$ cat src/sv/smpq_pkg.sv
// ----------------------------------------------------------------------------
// smpq_pkg
// Shared types and constants of the stable minimum priority queue.
// ----------------------------------------------------------------------------
package smpq_pkg;

  // Default sizes
  localparam int unsigned DEPTH_DEF      = 16;
  localparam int unsigned ELEM_WIDTH_DEF = 32;
  localparam int unsigned PRIO_WIDTH_DEF = 16;

  // Request kinds carried on s_axis_tuser
  localparam logic KIND_ENQ = 1'b0;
  localparam logic KIND_DEQ = 1'b1;

  // Operation broadcast to every cell of the chain
  typedef struct packed {
    logic enq;  // insert the new entry at its sorted place
    logic deq;  // shift every entry one cell toward the front
  } smpq_op_t;

endpackage

$ cat src/sv/smpq_cell.sv
// ----------------------------------------------------------------------------
// smpq_cell
// One slot of the sorted chain: holds an entry, flags whether the new entry
// sorts at or before this slot, and takes data from a neighbor on update.
// ----------------------------------------------------------------------------
module smpq_cell #(
  parameter int unsigned DEPTH      = smpq_pkg::DEPTH_DEF,
  parameter int unsigned ELEM_WIDTH = smpq_pkg::ELEM_WIDTH_DEF,
  parameter int unsigned PRIO_WIDTH = smpq_pkg::PRIO_WIDTH_DEF,
  parameter int unsigned INDEX      = 0
) (
  input  logic                          clk_i,
  input  smpq_pkg::smpq_op_t            op_i,
  input  logic [$clog2(DEPTH+1)-1:0]    count_i,
  input  logic [ELEM_WIDTH-1:0]         new_value_i,
  input  logic [PRIO_WIDTH-1:0]         new_prio_i,
  input  logic                          left_go_i,
  input  logic [ELEM_WIDTH-1:0]         left_value_i,
  input  logic [PRIO_WIDTH-1:0]         left_prio_i,
  input  logic [ELEM_WIDTH-1:0]         right_value_i,
  input  logic [PRIO_WIDTH-1:0]         right_prio_i,
  output logic                          go_o,
  output logic [ELEM_WIDTH-1:0]         value_o,
  output logic [PRIO_WIDTH-1:0]         prio_o
);

  localparam int unsigned CNT_W = $clog2(DEPTH + 1);
  localparam logic [CNT_W-1:0] IDX = CNT_W'(INDEX);

  logic [ELEM_WIDTH-1:0] value_q, value_d;
  logic [PRIO_WIDTH-1:0] prio_q, prio_d;
  logic                  occupied;

  assign occupied = (IDX < count_i);
  // Entries with equal priority stay ahead of the new one
  assign go_o     = !(occupied && (prio_q <= new_prio_i));

  always_comb begin
    value_d = value_q;
    prio_d  = prio_q;
    if (op_i.enq) begin
      if (left_go_i) begin
        value_d = left_value_i;
        prio_d  = left_prio_i;
      end else if (go_o) begin
        value_d = new_value_i;
        prio_d  = new_prio_i;
      end
    end else if (op_i.deq) begin
      value_d = right_value_i;
      prio_d  = right_prio_i;
    end
  end

  always_ff @(posedge clk_i) begin
    value_q <= value_d;
    prio_q  <= prio_d;
  end

  assign value_o = value_q;
  assign prio_o  = prio_q;

endmodule

$ cat src/sv/stable_min_priority_queue_core.sv
// ----------------------------------------------------------------------------
// stable_min_priority_queue_core
// Bounded priority queue kept sorted in a chain of cells, smallest priority
// at the front, first in first out among equal priorities.
// ----------------------------------------------------------------------------
//  Channel  | Dir | Handshake                | Content
//  s_axis   | in  | s_axis_tvalid/tready     | tuser: kind; tdata: elem_value, prio
//  m_axis   | out | m_axis_tvalid/tready     | tdata: front_value, front_prio,
//           |     |                          |        count, is_empty, overflow,
//           |     |                          |        underflow
//
// One word per cycle while the receiver takes each result: every cell compares its
// priority with the new entry in parallel and the chain shifts in the same cycle,
// so a result appears in the cycle after its word is accepted. The result register
// holds until taken; a new word is accepted in the cycle the result is taken. Reset
// empties the queue at once. Entry storage has no reset.
// ----------------------------------------------------------------------------
module stable_min_priority_queue_core #(
  parameter int unsigned DEPTH      = smpq_pkg::DEPTH_DEF,
  parameter int unsigned ELEM_WIDTH = smpq_pkg::ELEM_WIDTH_DEF,
  parameter int unsigned PRIO_WIDTH = smpq_pkg::PRIO_WIDTH_DEF,
  localparam int unsigned CNT_W     = $clog2(DEPTH + 1),
  localparam int unsigned IN_W      = ELEM_WIDTH + PRIO_WIDTH,
  localparam int unsigned IN_TD_W   = ((IN_W + 7) / 8) * 8,
  localparam int unsigned OUT_W     = ELEM_WIDTH + PRIO_WIDTH + CNT_W + 3,
  localparam int unsigned OUT_TD_W  = ((OUT_W + 7) / 8) * 8
) (
  input  logic                clk_i,
  input  logic                rst_ni,
  input  logic                s_axis_tvalid,
  output logic                s_axis_tready,
  input  logic [IN_TD_W-1:0]  s_axis_tdata,  // elem_value, prio (low to high)
  input  logic                s_axis_tuser,  // kind
  output logic                m_axis_tvalid,
  input  logic                m_axis_tready,
  output logic [OUT_TD_W-1:0] m_axis_tdata   // front_value, front_prio, count,
                                             // is_empty, overflow, underflow
);

  logic [ELEM_WIDTH-1:0] new_value;
  logic [PRIO_WIDTH-1:0] new_prio;
  logic                  accept;
  logic                  full, empty;
  smpq_pkg::smpq_op_t    op;

  logic [CNT_W-1:0] count_q, count_d;
  logic             out_valid_q;
  logic             ovf_q, unf_q;

  logic [DEPTH-1:0]      go;
  logic [ELEM_WIDTH-1:0] value [DEPTH];
  logic [PRIO_WIDTH-1:0] prio  [DEPTH];

  assign new_value = s_axis_tdata[ELEM_WIDTH-1:0];
  assign new_prio  = s_axis_tdata[IN_W-1:ELEM_WIDTH];

  assign s_axis_tready = !out_valid_q || m_axis_tready;
  assign accept        = s_axis_tvalid && s_axis_tready;

  assign full  = (count_q == CNT_W'(DEPTH));
  assign empty = (count_q == '0);

  // Drop a full enqueue and an empty dequeue: the chain holds
  assign op.enq = accept && (s_axis_tuser == smpq_pkg::KIND_ENQ) && !full;
  assign op.deq = accept && (s_axis_tuser == smpq_pkg::KIND_DEQ) && !empty;

  always_comb begin
    count_d = count_q;
    if (op.enq) begin
      count_d = count_q + CNT_W'(1);
    end else if (op.deq) begin
      count_d = count_q - CNT_W'(1);
    end
  end

  for (genvar i = 0; i < DEPTH; i++) begin : g_cell
    logic                  left_go;
    logic [ELEM_WIDTH-1:0] left_value, right_value;
    logic [PRIO_WIDTH-1:0] left_prio, right_prio;

    if (i == 0) begin : g_head
      assign left_go    = 1'b0;
      assign left_value = new_value;
      assign left_prio  = new_prio;
    end else begin : g_body
      assign left_go    = go[i-1];
      assign left_value = value[i-1];
      assign left_prio  = prio[i-1];
    end

    if (i == DEPTH - 1) begin : g_tail
      // Last slot becomes unoccupied on dequeue; its content is not read
      assign right_value = value[i];
      assign right_prio  = prio[i];
    end else begin : g_mid
      assign right_value = value[i+1];
      assign right_prio  = prio[i+1];
    end

    smpq_cell #(
      .DEPTH      (DEPTH),
      .ELEM_WIDTH (ELEM_WIDTH),
      .PRIO_WIDTH (PRIO_WIDTH),
      .INDEX      (i)
    ) u_cell (
      .clk_i         (clk_i),
      .op_i          (op),
      .count_i       (count_q),
      .new_value_i   (new_value),
      .new_prio_i    (new_prio),
      .left_go_i     (left_go),
      .left_value_i  (left_value),
      .left_prio_i   (left_prio),
      .right_value_i (right_value),
      .right_prio_i  (right_prio),
      .go_o          (go[i]),
      .value_o       (value[i]),
      .prio_o        (prio[i])
    );
  end

  always_ff @(posedge clk_i or negedge rst_ni) begin
    if (!rst_ni) begin
      count_q     <= '0;
      out_valid_q <= 1'b0;
    end else begin
      count_q <= count_d;
      if (accept) begin
        out_valid_q <= 1'b1;
      end else if (m_axis_tready) begin
        out_valid_q <= 1'b0;
      end
    end
  end

  always_ff @(posedge clk_i) begin
    if (accept) begin
      ovf_q <= (s_axis_tuser == smpq_pkg::KIND_ENQ) && full;
      unf_q <= (s_axis_tuser == smpq_pkg::KIND_DEQ) && empty;
    end
  end

  // Chain and count change only on accept, so they hold the result until taken
  logic [ELEM_WIDTH-1:0] front_value;
  logic [PRIO_WIDTH-1:0] front_prio;

  assign front_value = empty ? '0 : value[0];
  assign front_prio  = empty ? '0 : prio[0];

  assign m_axis_tvalid = out_valid_q;
  assign m_axis_tdata  = OUT_TD_W'({unf_q, ovf_q, empty, count_q, front_prio, front_value});

endmodule

$ cat config.mk
export PLATFORM = sky130hd
export DESIGN_NAME = stable_min_priority_queue_core
export DESIGN_NICKNAME = d
export VERILOG_FILES = /design/src/sv/smpq_pkg.sv /design/src/sv/smpq_cell.sv /design/src/sv/stable_min_priority_queue_core.sv
export SDC_FILE = /design/constraint.sdc
export NUM_CORES = 2
export LEC_CHECK = 0
export BUFFER_PORTS_ARGS = -buffer_cell sky130_fd_sc_hd__buf_4
export CAP_MARGIN = 20
export CORE_UTILIZATION = 25
export DETAILED_ROUTE_END_ITERATION = 8
export GPL_TIMING_DRIVEN = 1
export SKIP_CTS_REPAIR_TIMING = 1
export SLEW_MARGIN = 20
export SYNTH_ARGS = -nofsm -noshare
export SYNTH_HDL_FRONTEND = slang
export SYNTH_HIERARCHICAL = 1
export SYNTH_SLANG_ARGS = --single-unit
$ cat constraint.sdc
create_clock -name clk_i -period 13.9 [get_ports clk_i]
set_input_delay 2.78 -clock clk_i [delete_from_list [all_inputs] [get_ports clk_i]]
set_output_delay 2.78 -clock clk_i [all_outputs]
set_load 0.02 [all_outputs]
**After elaboration in Yosys (flattened, before gate mapping)**

Index checks and enable logic that the tools add are counted.

- Input port bits: 53
- Output and inout port bits: 58
- Register bits after elaboration: 776

- Reduce and logical (&&, ||, !) cells: 46
- Equal/unequal tests: 17
- $lt $le $gt $ge: 32
- Bitwise gates (word level): 1
- Muxes and demuxes: 128
- Add/subtract/negate cells: 2

Operator list:

| cell | number |
|---|---|
| 2-to-1 mux 32 bit | 62 |
| 2-to-1 mux 16 bit | 62 |
| less-or-equal comparator 16 bit | 16 |
| inequality test 3 bit (second input constant) | 14 |
| < comparator 4 x 5 -> 1 bit (first input constant) | 8 |
| AND reduction 2 bit | 16 |
| logical AND 1 bit | 23 |
| < comparator 3 x 5 -> 1 bit (first input constant) | 4 |
| < comparator 1 x 5 -> 1 bit (first input constant) | 2 |
| < comparator 2 x 5 -> 1 bit (first input constant) | 2 |
| 2-to-1 mux 5 bit | 2 |
| adder 5 x 1 -> 5 bit (second input constant) | 1 |
| == test 5 bit (second input constant) | 1 |
| logical NOT 5 bit | 1 |
| subtractor 5 x 1 -> 5 bit (second input constant) | 1 |
| inequality test 2 bit (second input constant) | 2 |
| nonzero test 2 bit | 2 |
| logical NOT 1 bit | 3 |
| 2-to-1 mux 1 bit | 2 |
| logical OR 1 bit | 1 |
| NOT 1 bit | 1 |

**Logic depth before layout (Yosys ltp)**

- Word-level depth: 7
- Gate-level depth with buffers: 12
- Mapped depth without buffers: 11

**Modules after synthesis**

Netlist, hierarchy kept.

By module, submodules not included:

| module | cells each | instances | area an instance (sq um) |
|---|---|---|---|
| smpq_cell at g_cell[10].u_cell ... | 270 | 2 | 2881.5 |
| smpq_cell at g_cell[3].u_cell | 270 | 1 | 2905.3 |
| smpq_cell at g_cell[7].u_cell | 272 | 1 | 2905.3 |
| smpq_cell at g_cell[1].u_cell | 270 | 1 | 2882.8 |
| smpq_cell at g_cell[14].u_cell | 269 | 1 | 2880.3 |
| smpq_cell at g_cell[2].u_cell | 269 | 1 | 2877.8 |
| smpq_cell at g_cell[4].u_cell | 272 | 1 | 2876.5 |
| smpq_cell at g_cell[13].u_cell | 269 | 1 | 2875.3 |
| smpq_cell at g_cell[6].u_cell | 271 | 1 | 2875.3 |
| smpq_cell at g_cell[8].u_cell | 272 | 1 | 2875.3 |
| smpq_cell at g_cell[9].u_cell | 272 | 1 | 2874.0 |
| smpq_cell at g_cell[0].u_cell | 270 | 1 | 2872.8 |
| smpq_cell at g_cell[5].u_cell | 271 | 1 | 2871.5 |
| smpq_cell at g_cell[11].u_cell | 269 | 1 | 2869.0 |
| +2 rows | - | - | - |

**Least setup slack after synthesis**

Ideal clock, no wire load.

- Path type: input-to-reg
- Start point: in s_axis_tdata[46]
- End point: reg g_cell[3].u_cell.prio_q[0] (enable)
- Slack: 6.699 ns
- Path buffers: 2
- Library setup time: 0.469 ns
- Stages on the path: 12
- Data arrival time: 6.732 ns
- Cells stage by stage: inv_1 -> ha_1 -> nand4_2 -> nor4_2 -> a21boi_2 -> o31ai_1 -> nand2b_1 -> buf_2 -> buf_6 -> nor3b_1 -> o2bb2ai_1 -> a21oi_1

- Cells in the longest elaborated chain, start to end: 4
- Elaborated cells between the ends (all ways): 6
- Classes of those cells: order compare (2); eq/ne (1); reduce/logical (3)

RTL lines:

| what | RTL line | text |
|---|---|---|
| start: declaration | stable_min_priority_queue_core.sv:32 | `input logic [IN_TD_W-1:0] s_axis_tdata,` |
| less-or-equal comparator 16 bit | smpq_cell.sv:36 | `assign go_o = !(occupied && (prio_q <= new_prio_i));` |
| logical AND 1 bit | smpq_cell.sv:36 |  |
| inequality test 3 bit (no source line) (*) | - |  |
| AND reduction 2 bit (no source line) (*) | - |  |
| end signal: assignment | smpq_cell.sv:57 | `prio_q <= prio_d;` |
| end: declaration | smpq_cell.sv:31 | `logic [PRIO_WIDTH-1:0] prio_q, prio_d;` |

Every way passes the cells marked *; elsewhere a longest branch is shown, timed or not.
A chain may end at the register's enable or synchronous reset.

==> impl_metrics.env <==
export IMPL_clock_tree_from_tritoncts="built"
export IMPL_worstSkewPairLatency_ps=660
export IMPL_final_common_cell="sky130_fd_sc_hd__a21oi_1"
export IMPL_synthesis_area_per_instance_sq_um=10.6
export IMPL_grt_antenna_before_repair=15
export IMPL_layout_worst_path_cycle_share=0.502
export IMPL_vias=32400
export IMPL_cts_root_buffer_cell="sky130_fd_sc_hd__clkbuf_16"
export IMPL_irDropWorstVdd_uv=154
export IMPL_holdCritPathClass="register to register"
export IMPL_io_pin_count=111
export IMPL_first_global_vias=32400
export IMPL_synthToLayoutAreaGrowth_pct=12.4
export IMPL_die_area_sq_um=189000
export IMPL_detail_route_vias_per_cell=4.66
export IMPL_timing_rr_start="m_axis_tvalid$_DFFE_PN0P_"
export IMPL_finalWirelength_mm=122
export IMPL_synthesis_area_sq_um=46900
export IMPL_wl_cell_microns=17.5
export IMPL_grt_busiest_layer="met2"
export IMPL_global_route_usage_total=0.124
export IMPL_grt_overflow_total=0
export IMPL_nets=4709
export IMPL_clock_tree_buffer_depth=3
export IMPL_layout_common_cells="sky130_fd_sc_hd__a21oi_1, sky130_fd_sc_hd__nor2_1, sky130_fd_sc_hd__edfxtp_1"
export IMPL_initial_utilization=0.252
export IMPL_r2r_end="g_cell[6].u_cell/value_o[18]$_DFFE_PP_"
export IMPL_hold_viol=0
export IMPL_drt_iter0_markers=2251
export IMPL_die_y_microns=435
export IMPL_drt_pass1_iterations=5
export IMPL_fillerInstances=19400
export IMPL_h_tree_levels=3
export IMPL_cap_violations=0
export IMPL_yosys_warnings=6
export IMPL_timing_critical_path_from_type="input port"
export IMPL_die_w_microns=435
export IMPL_drc=0
export IMPL_grt_start_max_net_pins=271
export IMPL_final_period_minus_worst_setup_slack_ps=6970
export IMPL_timing_critical_path_fanout_max=219
export IMPL_netlist_instances=4434
export IMPL_placementRows=158
export IMPL_grt_setup_unrepaired="false"
export IMPL_total_power_consumption_of_the_routed_design_w=0.00874
export IMPL_crit_start="m_axis_tready"
export IMPL_crit_required_ps=14190
export IMPL_clock_sinks=776
export IMPL_slew_of_the_pin_with_the_lowest_slew_margin_ps=1130
export IMPL_worstPathArrival_ps=7260
export IMPL_post_detail_place_hpwl_mm=79.8
export IMPL_finalWorstSetupSlack_ps=6930
export IMPL_preCtsSetupSlack_ps=6260
export IMPL_worstHoldStart="m_axis_tvalid$_DFFE_PN0P_"
export IMPL_reg2reg_setup_slack_ps=8760
export IMPL_crit_type="input port to register"
export IMPL_rr_worst_depth=10
export IMPL_syn_nets=4747
export IMPL_placeableCoreArea_sq_um=186000
export IMPL_leakage_nw=22.3
export IMPL_worst_clock_skew_ps=12.8
export IMPL_finalSetupViolations=0
export IMPL_max_freq_mhz=143
export IMPL_port_buffer_count=110
export IMPL_clk_pin_slew_ps=60
export IMPL_maxSlewViolCount=0
export IMPL_antenna_violating_nets_post_route=0
export IMPL_use_met2=0.208
export IMPL_globalRouteMet1Util=0.161
export IMPL_globalplace_congestion=0.802
export IMPL_numCtsBuffers=84
export IMPL_status="finished, final reports clean"
export IMPL_power_density_nw_per_um2=166
export IMPL_min_delay_worst_endpoint="m_axis_tvalid$_DFFE_PN0P_"
export IMPL_fin_tns_setup_ps=0
export IMPL_endpoint_kind="register"
export IMPL_worst_hold_path_num_cells=2
export IMPL_first_pass_grt_wire_length_mm=190
export IMPL_groute_layer_met3_usage=0.0201
export IMPL_final_layout_size_suffix_gt1_frac=0.0800
export IMPL_slew_headroom=0.248
## registers in the layout, indices dropped and copies added (netlist names)
name	cells
count_q	5
g_cell.u_cell/prio_o	256
g_cell.u_cell/value_o	512
m_axis_tvalid	1
ovf_q	1
unf_q	1
## area by class of cell
| type | count | area (sq um) | share of cell area |
|---|---|---|---|
| flip-flops and latches | 776 | 23300 | 0.441 |
| multi-input cells | 3114 | 21500 | 0.408 |
| well taps | 2480 | 3100 | 0.0589 |
| clock buffers | 109 | 2260 | 0.0429 |
| repair buffers | 157 | 1220 | 0.0232 |
| inverters | 263 | 995 | 0.0189 |
| clock inverters | 44 | 333 | 0.00631 |
| diodes | 1 | 2.50 | 0.0000475 |
## layer usage
layer	vias to the layer above	routed length, microns
li1	16100	-
met1	15500	55000
met2	597	57000
met3	183	5700
met4	16	4010
met5	-	105
## worst max-delay path: stages
cell and delay, ps:
sky130_fd_sc_hd__buf_4 70, sky130_fd_sc_hd__nand2b_1 130, sky130_fd_sc_hd__nand2_1 220, sky130_fd_sc_hd__nor2_1 150
sky130_fd_sc_hd__nand2_1 210, sky130_fd_sc_hd__inv_8 630, sky130_fd_sc_hd__buf_12 610, sky130_fd_sc_hd__buf_4 890
sky130_fd_sc_hd__nor2_1 190, sky130_fd_sc_hd__a21oi_4 340, sky130_fd_sc_hd__buf_4 630
## through the flow
stage	area, sq um	util	hold WS [ps]	std cells
after global placement	50100	0.270	530	6789
after global routing	52700	0.284	586	6944
after floorplan	46900	-	562	4434
final	52700	0.284	546	6944
after CTS	52700	0.284	562	6942
after detailed placement	50100	0.270	549	6789
## report_power, final
part | internal (W) | leakage [nW] | total, W | switching, W
combinational | 0.00124 | 13.8 | 0.00316 | 0.00192
sequential | 0.00316 | 7.28 | 0.00341 | 0.000245
clock | 0.00122 | 1.26 | 0.00218 | 0.000956
total | 0.00562 | 22.3 | 0.00874 | 0.00312
## worst max path at each step
| stage | to | slack (ps) | cells past startpoint |
|---|---|---|---|
| 3_3_place_gp | g_cell[6].u_cell/value_o[25]$_DFFE_PP_ | 6370 | 11 |
| 3_5_place_dp | g_cell[6].u_cell/value_o[25]$_DFFE_PP_ | 6260 | 11 |
| 4_1_cts | g_cell[6].u_cell/value_o[18]$_DFFE_PP_ | 6970 | 11 |
| 6_report | g_cell[6].u_cell/value_o[18]$_DFFE_PP_ | 6930 | 11 |
| 5_1_grt | g_cell[6].u_cell/value_o[18]$_DFFE_PP_ | 6530 | 11 |
| 2_1_floorplan | g_cell[3].u_cell/prio_o[0]$_DFFE_PP_ | 6700 | 12 |
Power figures use the tool's default switching activity.
